## config.mk

```make
export PLATFORM = sky130hd
export DESIGN_NAME = epsilon_greedy_arm_selector
export DESIGN_NICKNAME = d
export VERILOG_FILES = /design/src/egas_pkg.sv /design/src/egas_div.sv /design/src/egas_ctrl.sv /design/src/egas_dp.sv /design/src/epsilon_greedy_arm_selector.sv
export SDC_FILE = /design/constraint.sdc
export NUM_CORES = 2
export LEC_CHECK = 0
export BUFFER_PORTS_ARGS = -buffer_cell sky130_fd_sc_hd__buf_2
export CAP_MARGIN = 20
export CORE_UTILIZATION = 60
export DETAILED_ROUTE_END_ITERATION = 10
export GPL_TIMING_DRIVEN = 0
export HOLD_SLACK_MARGIN = 0.1
export MAX_ROUTING_LAYER = met4
export PLACE_DENSITY_LB_ADDON = 0.25
export SYNTH_ARGS = -nofsm -noshare
export SYNTH_HDL_FRONTEND = slang
export SYNTH_HIERARCHICAL = 1
export SYNTH_SLANG_ARGS = --single-unit
```

## constraint.sdc

```tcl
create_clock -name clk_i -period 12.4 [get_ports clk_i]
set_input_delay 2.48 -clock clk_i [delete_from_list [all_inputs] [get_ports clk_i]]
set_output_delay 2.48 -clock clk_i [all_outputs]
set_load 0.03 [all_outputs]
```

## src/egas_pkg.sv

```systemverilog
// Package for the epsilon-greedy arm selector: types, codes and constants.
// No dependencies.
`default_nettype none
package egas_pkg;

  localparam int unsigned CurWidth  = 24;
  localparam int unsigned QWidth    = 17;
  localparam int unsigned CntWidth  = 16;
  localparam int unsigned AccWidth  = 32;
  localparam int unsigned RateWidth = 16;
  localparam int unsigned ArmWidth  = 3;

  localparam logic [QWidth-1:0]    OneQ16      = 17'd65536;
  localparam logic [RateWidth-1:0] RateReset   = 16'd62259;
  localparam logic [RateWidth-1:0] RateCleared = 16'd58982;

  // Explore rate decay: floor(rate * 100 / 101) equals
  // (rate * RateScale) >> RateShift for every 16-bit rate.
  localparam logic [30:0]          RateScale   = 31'd1063110800;
  localparam int unsigned          RateShift   = 30;

  typedef enum logic [1:0] {
    FuncAdd    = 2'd0,
    FuncDecide = 2'd1,
    FuncClear  = 2'd2,
    FuncNone   = 2'd3
  } func_e;

  typedef enum logic {
    RegCurLow  = 1'b0,
    RegCurHigh = 1'b1
  } reg_e;

  typedef enum logic [3:0] {
    StIdle,
    StRatioStart,
    StRatioWait,
    StNormStart,
    StNormWait,
    StUpdStart,
    StUpdWait,
    StRate,
    StScan,
    StOut
  } state_e;

  // Controller to datapath.
  typedef struct packed {
    logic take;
    logic div_ratio;
    logic div_norm;
    logic div_upd;
    logic store_ratio;
    logic store_norm;
    logic store_upd;
    logic store_rate;
    logic scan_start;
    logic scan_step;
    logic finish;
  } cmd_t;

  // Datapath to controller.
  typedef struct packed {
    logic    div_done;
    logic    scan_done;
    logic    explore;
    func_e   func;
  } sts_t;

endpackage
`default_nettype wire

```

## src/egas_div.sv

```systemverilog
// Radix-2 restoring divider, one quotient bit per cycle.
// Depends on no package.
`default_nettype none
module egas_div #(
  parameter int unsigned NumW = 48,
  parameter int unsigned DenW = 32
) (
  input  wire logic            clk_i,
  input  wire logic            rst_ni,
  input  wire logic            start_i,
  input  wire logic [NumW-1:0] num_i,
  input  wire logic [DenW-1:0] den_i,
  output logic                 done_o,
  output logic      [NumW-1:0] quo_o
);
  localparam int unsigned CW = $clog2(NumW + 1);

  logic [NumW-1:0] quo_q, quo_d;
  logic [DenW:0]   rem_q, rem_d;
  logic [DenW-1:0] den_q, den_d;
  logic [CW-1:0]   cnt_q, cnt_d;
  logic            busy_q, busy_d;
  logic [DenW:0]   trial;

  always_comb begin
    quo_d  = quo_q;
    rem_d  = rem_q;
    den_d  = den_q;
    cnt_d  = cnt_q;
    busy_d = busy_q;
    trial  = {rem_q[DenW-1:0], quo_q[NumW-1]};
    if (start_i) begin
      quo_d  = num_i;
      rem_d  = '0;
      den_d  = den_i;
      cnt_d  = CW'(NumW);
      busy_d = 1'b1;
    end else if (busy_q) begin
      if (trial >= {1'b0, den_q}) begin
        rem_d = trial - {1'b0, den_q};
        quo_d = {quo_q[NumW-2:0], 1'b1};
      end else begin
        rem_d = trial;
        quo_d = {quo_q[NumW-2:0], 1'b0};
      end
      cnt_d = cnt_q - 1'b1;
      if (cnt_q == CW'(1)) busy_d = 1'b0;
    end
  end

  always_ff @(posedge clk_i or negedge rst_ni) begin
    if (!rst_ni) begin
      busy_q <= 1'b0;
      cnt_q  <= '0;
    end else begin
      busy_q <= busy_d;
      cnt_q  <= cnt_d;
    end
  end

  always_ff @(posedge clk_i) begin
    quo_q <= quo_d;
    rem_q <= rem_d;
    den_q <= den_d;
  end

  assign done_o = busy_q && (cnt_q == CW'(1));
  assign quo_o  = quo_d;
endmodule
`default_nettype wire

```

## src/egas_ctrl.sv

```systemverilog
// Controller state machine of the arm selector.
// Depends on egas_pkg.
`default_nettype none
module egas_ctrl (
  input  wire logic            clk_i,
  input  wire logic            rst_ni,
  input  wire logic            in_valid_i,
  output logic                 in_ready_o,
  output logic                 out_valid_o,
  input  wire logic            out_ready_i,
  input  wire egas_pkg::sts_t  sts_i,
  output egas_pkg::cmd_t       cmd_o
);
  egas_pkg::state_e state_q, state_d;

  always_comb begin
    state_d = state_q;
    unique case (state_q)
      egas_pkg::StIdle:
        if (in_valid_i) state_d = egas_pkg::StRatioStart;
      egas_pkg::StRatioStart: begin
        if (sts_i.func == egas_pkg::FuncDecide) state_d = egas_pkg::StRatioWait;
        else state_d = egas_pkg::StIdle;
      end
      egas_pkg::StRatioWait: if (sts_i.div_done) state_d = egas_pkg::StNormStart;
      egas_pkg::StNormStart: state_d = egas_pkg::StNormWait;
      egas_pkg::StNormWait:  if (sts_i.div_done) state_d = egas_pkg::StUpdStart;
      egas_pkg::StUpdStart:  state_d = egas_pkg::StUpdWait;
      egas_pkg::StUpdWait: begin
        if (sts_i.div_done) begin
          if (sts_i.explore) state_d = egas_pkg::StRate;
          else state_d = egas_pkg::StScan;
        end
      end
      egas_pkg::StRate:      state_d = egas_pkg::StOut;
      egas_pkg::StScan:      if (sts_i.scan_done) state_d = egas_pkg::StOut;
      egas_pkg::StOut:       if (out_ready_i) state_d = egas_pkg::StIdle;
      default:               state_d = egas_pkg::StIdle;
    endcase
  end

  always_comb begin
    cmd_o       = '0;
    in_ready_o  = 1'b0;
    out_valid_o = 1'b0;
    unique case (state_q)
      egas_pkg::StIdle: begin
        in_ready_o = 1'b1;
        cmd_o.take = in_valid_i;
      end
      egas_pkg::StRatioStart: cmd_o.div_ratio = 1'b1;
      egas_pkg::StRatioWait:  cmd_o.store_ratio = sts_i.div_done;
      egas_pkg::StNormStart:  cmd_o.div_norm = 1'b1;
      egas_pkg::StNormWait:   cmd_o.store_norm = sts_i.div_done;
      egas_pkg::StUpdStart:   cmd_o.div_upd = 1'b1;
      egas_pkg::StUpdWait: begin
        cmd_o.store_upd  = sts_i.div_done;
        cmd_o.scan_start = sts_i.div_done && !sts_i.explore;
      end
      egas_pkg::StRate:       cmd_o.store_rate = 1'b1;
      egas_pkg::StScan:       cmd_o.scan_step = 1'b1;
      egas_pkg::StOut: begin
        out_valid_o  = 1'b1;
        cmd_o.finish = out_ready_i;
      end
      default: ;
    endcase
  end

  always_ff @(posedge clk_i or negedge rst_ni) begin
    if (!rst_ni) state_q <= egas_pkg::StIdle;
    else state_q <= state_d;
  end
endmodule
`default_nettype wire

```

## src/egas_dp.sv

```systemverilog
// Datapath of the arm selector: accumulators, estimate tables, shared divider.
// Depends on egas_pkg and egas_div.
`default_nettype none
module egas_dp #(
  parameter int unsigned NumArms = 6
) (
  input  wire logic          clk_i,
  input  wire logic          rst_ni,
  input  wire egas_pkg::cmd_t cmd_i,
  output egas_pkg::sts_t     sts_o,
  input  wire logic          cfg_we_i,
  input  wire logic          cfg_idx_i,
  input  wire logic [23:0]   cfg_data_i,
  input  wire logic [1:0]    func_i,
  input  wire logic [15:0]   success_count_i,
  input  wire logic [15:0]   total_count_i,
  input  wire logic [23:0]   measured_current_i,
  input  wire logic [15:0]   explore_draw_i,
  input  wire logic [2:0]    explore_arm_i,
  output logic [2:0]         next_arm_o,
  output logic [16:0]        reward_o,
  output logic               explored_o
);
  localparam int unsigned AW = (NumArms > 1) ? $clog2(NumArms) : 1;
  localparam int unsigned NW = 48;
  localparam int unsigned DW = 32;

  logic [23:0] cur_low_q, cur_high_q;
  logic [31:0] succ_q, pkt_q;
  logic [16:0] est_q [NumArms];
  logic [15:0] cnt_q [NumArms];
  logic [15:0] rate_q;
  logic [AW-1:0] arm_q;

  logic [1:0]  func_q;
  logic [23:0] cur_q;
  logic [15:0] draw_q;
  logic [2:0]  earm_q;

  logic [16:0] ratio_q, norm_q;
  logic        sub_q;
  logic [16:0] oldest_q;
  logic [AW-1:0] scan_q, best_q;
  logic [2:0]  next_q;
  logic        expl_q;

  logic          div_start, div_done;
  logic [NW-1:0] div_num, div_quo;
  logic [DW-1:0] div_den;

  logic [16:0] reward;
  logic [18:0] rsum;
  logic [16:0] est_cur;
  logic [16:0] mag;
  logic [15:0] cnt_new;
  logic [16:0] ratio_cl;
  logic [23:0] cdiff, crange;
  logic [32:0] sadd, padd;
  logic [2:0]  earm_mod;
  logic [AW-1:0] earm_idx;
  logic [46:0] rate_prod;

  assign rsum    = 19'(3) * {2'b0, ratio_q} + 19'(egas_pkg::OneQ16) - {2'b0, norm_q};
  assign reward  = rsum[18:2];
  assign est_cur = est_q[arm_q];
  assign mag     = (reward >= est_cur) ? reward - est_cur : est_cur - reward;
  assign cnt_new = (cnt_q[arm_q] == 16'hFFFF) ? 16'hFFFF : cnt_q[arm_q] + 16'd1;
  assign cdiff   = cur_q - cur_low_q;
  assign crange  = cur_high_q - cur_low_q;
  assign sadd    = {1'b0, succ_q} + 33'(success_count_i);
  assign padd    = {1'b0, pkt_q} + 33'(total_count_i);
  // Reciprocal multiplication in place of a division by 101.
  assign rate_prod = 47'(rate_q) * 47'(egas_pkg::RateScale);
  // explore_arm is at most 7, so one conditional subtraction per step suffices.
  always_comb begin
    earm_mod = earm_q;
    if (earm_mod >= 3'(NumArms)) earm_mod = earm_mod - 3'(NumArms);
    if (earm_mod >= 3'(NumArms)) earm_mod = earm_mod - 3'(NumArms);
    if (earm_mod >= 3'(NumArms)) earm_mod = earm_mod - 3'(NumArms);
    earm_idx = AW'(earm_mod);
  end

  always_comb begin
    div_start = 1'b0;
    div_num   = '0;
    div_den   = '0;
    priority if (cmd_i.div_ratio) begin
      div_start = 1'b1;
      div_num   = {succ_q, 16'b0};
      div_den   = (pkt_q == '0) ? 32'd1 : pkt_q;
    end else if (cmd_i.div_norm) begin
      div_start = 1'b1;
      div_num   = {8'b0, cdiff, 16'b0};
      div_den   = (crange == '0) ? 32'd1 : {8'b0, crange};
    end else if (cmd_i.div_upd) begin
      div_start = 1'b1;
      div_num   = {31'b0, mag};
      div_den   = {16'b0, cnt_q[arm_q]};
    end
  end

  egas_div #(.NumW(NW), .DenW(DW)) u_div (
    .clk_i, .rst_ni,
    .start_i(div_start), .num_i(div_num), .den_i(div_den),
    .done_o(div_done), .quo_o(div_quo)
  );

  assign ratio_cl = (pkt_q == '0) ? 17'd0 :
                    (div_quo > NW'(egas_pkg::OneQ16)) ? egas_pkg::OneQ16 : div_quo[16:0];

  always_ff @(posedge clk_i or negedge rst_ni) begin
    if (!rst_ni) begin
      cur_low_q  <= '0;
      cur_high_q <= 24'hFFFFFF;
      succ_q     <= '0;
      pkt_q      <= '0;
      rate_q     <= egas_pkg::RateReset;
      arm_q      <= '0;
      for (int i = 0; i < NumArms; i++) begin
        est_q[i] <= '0;
        cnt_q[i] <= '0;
      end
    end else begin
      if (cfg_we_i) begin
        if (cfg_idx_i == egas_pkg::RegCurLow) cur_low_q <= cfg_data_i;
        else cur_high_q <= cfg_data_i;
      end
      if (cmd_i.take) begin
        unique case (egas_pkg::func_e'(func_i))
          egas_pkg::FuncAdd: begin
            succ_q <= sadd[32] ? '1 : sadd[31:0];
            pkt_q  <= padd[32] ? '1 : padd[31:0];
          end
          egas_pkg::FuncClear: begin
            for (int i = 0; i < NumArms; i++) begin
              est_q[i] <= '0;
              cnt_q[i] <= '0;
            end
            rate_q <= egas_pkg::RateCleared;
          end
          default: ;
        endcase
      end
      if (cmd_i.store_norm) cnt_q[arm_q] <= cnt_new;
      if (cmd_i.store_upd) begin
        est_q[arm_q] <= sub_q ? oldest_q - div_quo[16:0] : oldest_q + div_quo[16:0];
      end
      if (cmd_i.store_rate) rate_q <= rate_prod[egas_pkg::RateShift +: 16];
      if (cmd_i.finish) begin
        arm_q  <= AW'(next_q);
        succ_q <= '0;
        pkt_q  <= '0;
      end
    end
  end

  always_ff @(posedge clk_i) begin
    if (cmd_i.take) begin
      func_q <= func_i;
      cur_q  <= measured_current_i;
      draw_q <= explore_draw_i;
      earm_q <= explore_arm_i;
    end
    if (cmd_i.store_ratio) ratio_q <= ratio_cl;
    if (cmd_i.store_norm) begin
      if (cur_q <= cur_low_q) norm_q <= '0;
      else if (cur_q >= cur_high_q) norm_q <= egas_pkg::OneQ16;
      else norm_q <= div_quo[16:0];
    end
    // Direction and old estimate are captured when the update division starts.
    if (cmd_i.div_upd) begin
      oldest_q <= est_cur;
      sub_q    <= reward < est_cur;
    end
    if (cmd_i.store_norm) expl_q <= (draw_q < rate_q);
    if (cmd_i.store_upd && expl_q) next_q <= 3'(earm_idx);
    if (cmd_i.scan_start) begin
      scan_q <= AW'(1);
      best_q <= '0;
    end
    if (cmd_i.scan_step) begin
      if (est_q[scan_q] > est_q[best_q]) best_q <= scan_q;
      scan_q <= scan_q + AW'(1);
      if (scan_q == AW'(NumArms - 1)) begin
        next_q <= (est_q[scan_q] > est_q[best_q]) ? 3'(scan_q) : 3'(best_q);
      end
    end
  end

  assign sts_o.div_done  = div_done;
  assign sts_o.scan_done = cmd_i.scan_step && (scan_q == AW'(NumArms - 1));
  assign sts_o.explore   = expl_q;
  assign sts_o.func      = egas_pkg::func_e'(func_q);
  assign next_arm_o = next_q;
  assign reward_o   = reward;
  assign explored_o = expl_q;
endmodule
`default_nettype wire

```

## src/epsilon_greedy_arm_selector.sv

```systemverilog
// Top level of the epsilon-greedy arm selector.
// Depends on egas_pkg, egas_ctrl, egas_dp and egas_div.
//
//   channel   direction  contents
//   s_axis    in         func, counts, current, draw, explore arm
//   m_axis    out        next arm, reward, explored flag
//   cfg       in         current_low (index 0), current_high (index 1)
//
// Count, clear and no-op transactions return to idle from the ratio-start state. A
// decision runs three serial divisions on one shared 48-step divider, each launched
// from its own start state, then scales the explore rate when exploring or scans
// the arms for the best estimate otherwise. Reset is asynchronous and active
// low and leaves the block idle. A stalled result holds the block until the
// result transaction completes.
`default_nettype none
module epsilon_greedy_arm_selector #(
  parameter int unsigned NumArms = 6
) (
  input  wire logic        clk_i,
  input  wire logic        rst_ni,
  input  wire logic        s_axis_tvalid,
  output logic             s_axis_tready,
  // tuser: func
  input  wire logic [1:0]  s_axis_tuser,
  // tdata: success_count[15:0], total_count[31:16], measured_current[55:32],
  // explore_draw[71:56], explore_arm[74:72], zero fill
  input  wire logic [79:0] s_axis_tdata,
  output logic             m_axis_tvalid,
  input  wire logic        m_axis_tready,
  // tuser: explored
  output logic             m_axis_tuser,
  // tdata: next_arm[2:0], reward[19:3], zero fill
  output logic [23:0]      m_axis_tdata,
  input  wire logic        cfg_valid_i,
  output logic             cfg_ready_o,
  input  wire logic        cfg_index_i,
  input  wire logic [23:0] cfg_data_i
);
  egas_pkg::cmd_t cmd;
  egas_pkg::sts_t sts;
  logic [2:0]  next_arm;
  logic [16:0] reward;

  assign cfg_ready_o = 1'b1;

  egas_ctrl u_ctrl (
    .clk_i, .rst_ni,
    .in_valid_i(s_axis_tvalid), .in_ready_o(s_axis_tready),
    .out_valid_o(m_axis_tvalid), .out_ready_i(m_axis_tready),
    .sts_i(sts), .cmd_o(cmd)
  );

  egas_dp #(.NumArms(NumArms)) u_dp (
    .clk_i, .rst_ni,
    .cmd_i(cmd), .sts_o(sts),
    .cfg_we_i(cfg_valid_i), .cfg_idx_i(cfg_index_i), .cfg_data_i(cfg_data_i),
    .func_i(s_axis_tuser),
    .success_count_i(s_axis_tdata[15:0]),
    .total_count_i(s_axis_tdata[31:16]),
    .measured_current_i(s_axis_tdata[55:32]),
    .explore_draw_i(s_axis_tdata[71:56]),
    .explore_arm_i(s_axis_tdata[74:72]),
    .next_arm_o(next_arm), .reward_o(reward), .explored_o(m_axis_tuser)
  );

  assign m_axis_tdata = {4'b0, reward, next_arm};
endmodule
`default_nettype wire

```

==> results by stage <==
Logic synthesis:
- Of the total synthesized cell area, the portion taken by XOR and XNOR cells is 0.0369.
- The cell area after technology mapping is 42,800 sq um.
- The mean area per synthesized cell is 9.47 sq um.
- The area fraction in and, or, nand and nor cells after synthesis is 0.134.
- The fraction of registers with async set or reset after synthesis is 0.608.
- The dominant register cell in the synthesized netlist is dfrtp_1.
- The largest family of logic cells by synthesized area is adder cells.
- Counting distinct cell types in the post-synthesis netlist gives 103.
- The number of flops mapped to enable cells by yosys is 133.
- Of the total synthesized cell area, the portion taken by full adders, half adders and majority gates is 0.202.
- In the synthesized netlist, the number of instances is 4,514.
- For this run, the register share of the synthesized area comes to 0.334.
- The area fraction in compound gates after synthesis is 0.173.
- The cell type with the largest total area after synthesis is dfrtp_1.
- Ranked by total cell area, the synthesized netlist is headed by dfrtp_1 (18%), ha_1 (12%), edfxtp_1 (9.3%), fa_1 (8.4%), o21ai_0 (4.7%).
- The proportion of synthesized area in mux cells is 0.0597.
- Synthesis inferred 559 register bits.
- The top cell type's share of synthesized area is 0.179.
- The count of yosys warnings during synthesis is 6.

Global routing:
- For this run the aggregate overflow at the end of global routing stands at 0.
- The number of antenna violations at the first check in global routing is 6.
- The via count of the first global-routing pass is 35,200.
- Entering global routing, the biggest net connects 118 pins.
- The first global-routing pass estimated 192 mm of wire.
- The combined global-route utilization of all metal layers is 0.353.

Setup path:
- The element type at the critical path end is a flop.
- Together, buffers and inverters on the worst path number 10.
- The startpoint of the worst setup timing path is u_dp/arm_q[1].
- The endpoint arrival time on the critical path is 12.11 ns.
- In this run the critical register-to-register path is launched from u_dp/arm_q[1].
- The highest-delay cell along the critical path is a221oi_1.
- The peak per-stage delay on the critical path is 0.79 ns.
- The setup slack of the most critical reg-to-reg path is 0.81 ns.
- The path type of the worst setup path is reg2reg.
- The cell that appears most often on the critical path is clkbuf_1.
- The maximum fanout along the worst path is 10.
- The kind of start point of the critical path is a flop.
- The number of cells on the worst reg-to-reg path is 36.
- The endpoint identified for the worst register-to-register timing path is u_dp/est_q[16].
- The cell family contributing the most delay on the critical path is compound AO/OA/AOI/OAI gates.
- The data required time at the worst endpoint is 12.92 ns.

STA:
- The clock period could shrink to 11.59 ns.
- For the final database, setup skew stands at 0.0279 ns.
- Measured against its own limit, the worst slew margin works out to 0.225.
- The post-route clock period utilization is 0.935.
- The number of endpoints failing setup at the final stage is 0.
- The hold violation count in the final report was 0.
- The post-route setup TNS is 0 ns.
- Static timing analysis puts the maximum clock frequency at 0.0863 GHz.
- The number of pins exceeding their max-slew limit in the final report is 0.
- Final hold analysis gives a worst-case slack of 0.496 ns.
- The measured slew at the worst slew-check pin is 1.16 ns.
- Setup repair after global routing left no endpoint under its margin.
- The least setup slack across all paths after layout is 0.811 ns.

CTS:
- The number of hold buffers added after cts is 0.
- The clock-pin slew on the worst setup and hold paths is 0.06 ns.
- The count of clock tree sinks is 559.
- Once the clock tree was built, the setup fixing pass inserted 0 buffers.
- The TritonCTS clock tree is built.
- The later pin in the worst-skew pair is clocked with a latency of 0.65 ns.
- The number of gates resized after cts is 0.
- In this run the number of H-tree levels came out at 2.
- The number of buffers created by CTS is 60.
- The maximum count of clock buffers along a single path is 3.
- The root buffer cell is clkbuf_16.

Routing:
- The DRC violation count after routing is 0.
- After detailed routing, the average wire length per cell comes to 21.4 microns.
- The number of nets with antenna violations after routing is 0.
- Using the TritonRoute via totals, the vias-per-cell ratio works out to 6.23.
- The detailed-router iteration count before antenna repair is 6.
- The vias after detailed routing is 35,600.
- The detailed router finished its first iteration with 3,437 violations.
- For this block, the routed nets add up to 123 mm of wire.

Run status:
- The run finished with clean final reports.

Final layout:
- Of the cells placed in the final design, the portion with a size suffix greater than 1 is 0.0951.
- The area added between synthesis and finish is 9.44%.
- In the final design database the tool counted 5,415 nets.
- Summing all non-filler instances in the final layout gives an area of 46,800 sq um.

Hold path:
- The type of the most critical hold path is reg2reg.
- The worst hold path terminates at u_dp/best_q[2].
- Along the worst hold path, the cell count comes to 2.
- The worst hold path begins at u_dp/best_q[2].

Floorplanning:
- 140 I/O pins were placed.
- The chip height is 269 microns.
- The core region is 70,300 sq um.
- The initial utilization of the core area, before any placement, comes to 0.609.
- The die is 269 microns wide.
- The row count is 97.
- The floorplan die area is 72,300 sq um.

Run:
- The number of violations of the max-capacitance limit is 0.

Place:
- The routability-driven placement congestion ratio is 0.998.
- The HPWL after detailed placement is 96.1 mm.
- After detailed placement, the total cell area comes to 44,800 sq um.
- The count of buffers inserted at the top-level ports is 129.
- Timing analysis after detailed placement gives a worst setup slack of 1.15 ns.
## cells in the mapped netlist, drive strengths merged (39+ instances only)
master,instances
a21o,117
a21oi,189
a22oi,60
a311oi,57
and2,71
buf,56
clkbuf,159
dfrtp,306
dfxtp,86
edfxtp,133
fa,180
ha,401
inv,460
mux2,51
mux2i,110
mux4,39
nand2,318
nand3,241
nor2,246
nor2b,43
nor3,76
o21ai,412
xnor2,121
xor2,59
## final cells by class
cell class / instances / area (sq um)
Multi-Input combinational cell: 3280 / 25900
Fill cell: 5737 / 23500
Sequential cell: 559 / 14300
Inverter: 463 / 1740
Clock buffer: 80 / 1680
Tap cell: 940 / 1180
Buffer: 215 / 903
Timing Repair Buffer: 143 / 865
Clock inverter: 34 / 275
Antenna cell: 5 / 12.5
## worst max path at each step
stage                      endpoint  slack [ns]  depth (start not counted)
floorplan           u_dp/est_q[101]        3.04                         41
global placement     u_dp/est_q[16]        1.15                         35
detailed placement   u_dp/est_q[16]        1.15                         36
CTS                  u_dp/est_q[16]        1.13                         36
global route         u_dp/est_q[16]        0.19                         36
finish               u_dp/est_q[16]        0.81                         36
## cells in the final DEF (no fill, tap or decap), drive strengths merged, types with 59 or more instances in the layout
master  Yosys  layout
o21ai     412     412
xnor2     121     121
nor2      246     246
dfrtp     306     306
nor3       76      76
nand3     241     241
clkbuf    159     239
buf        56     199
a21oi     189     189
inv       460     466
mux2i     110     110
a21o      117     117
edfxtp    133     133
ha        401     401
nand2     318     318
and2       71      71
fa        180     180
dfxtp      86      86
xor2       59      59
a22oi      60      60
## metal layers
metal,part of all wire,routed length (microns),GRT usage
met1,0.41,50300,0.454
met2,0.46,56000,0.549
met3,0.083,10200,0.0527
met4,0.051,6210,0.168
met5,0,0,-
## kinds of logic (layout without fill, tap and decap cells)
kind of cell,Yosys count,count (layout)
AOI/OAI and AO/OA,1129,1129
xor gates and xnor gates,180,180
adders and majority gates,581,581
buffers and inverters,678,935
DFF,559,559
muxes,200,200
other,2,10
and+or+nand+nor,1185,1185
## sequential cells by signal, indices dropped and copies added (netlist names), 4 cells and up
signal,flops
u_dp/pkt_q,32
u_dp/u_div/den_q,32
u_ctrl/state_q,4
u_dp/draw_q,16
u_dp/norm_q,17
u_dp/ratio_q,17
u_dp/cnt_q,96
u_dp/cur_high_q,24
u_dp/cur_q,24
u_dp/u_div/cnt_q,6
u_dp/est_q,102
u_dp/cur_low_q,24
u_dp/oldest_q,17
u_dp/rate_q,16
u_dp/u_div/rem_q,32
u_dp/u_div/quo_q,48
u_dp/succ_q,32
## metrics by stage
step / std cells / util
CTS: 5713 / 0.666
global placement: 5586 / 0.635
finish: 5719 / 0.666
global route: 5719 / 0.666
floorplan: 4517 / -
detailed placement: 5599 / 0.638
## worst min-delay path: stages, from the launching register on
cell      delay [ns]
dfxtp_1         0.32
nand2b_1        0.07
mux2i_1         0.06
Power is not shown: default switching activity piles up to over one toggle a cycle in this logic, so the estimate is an artifact.
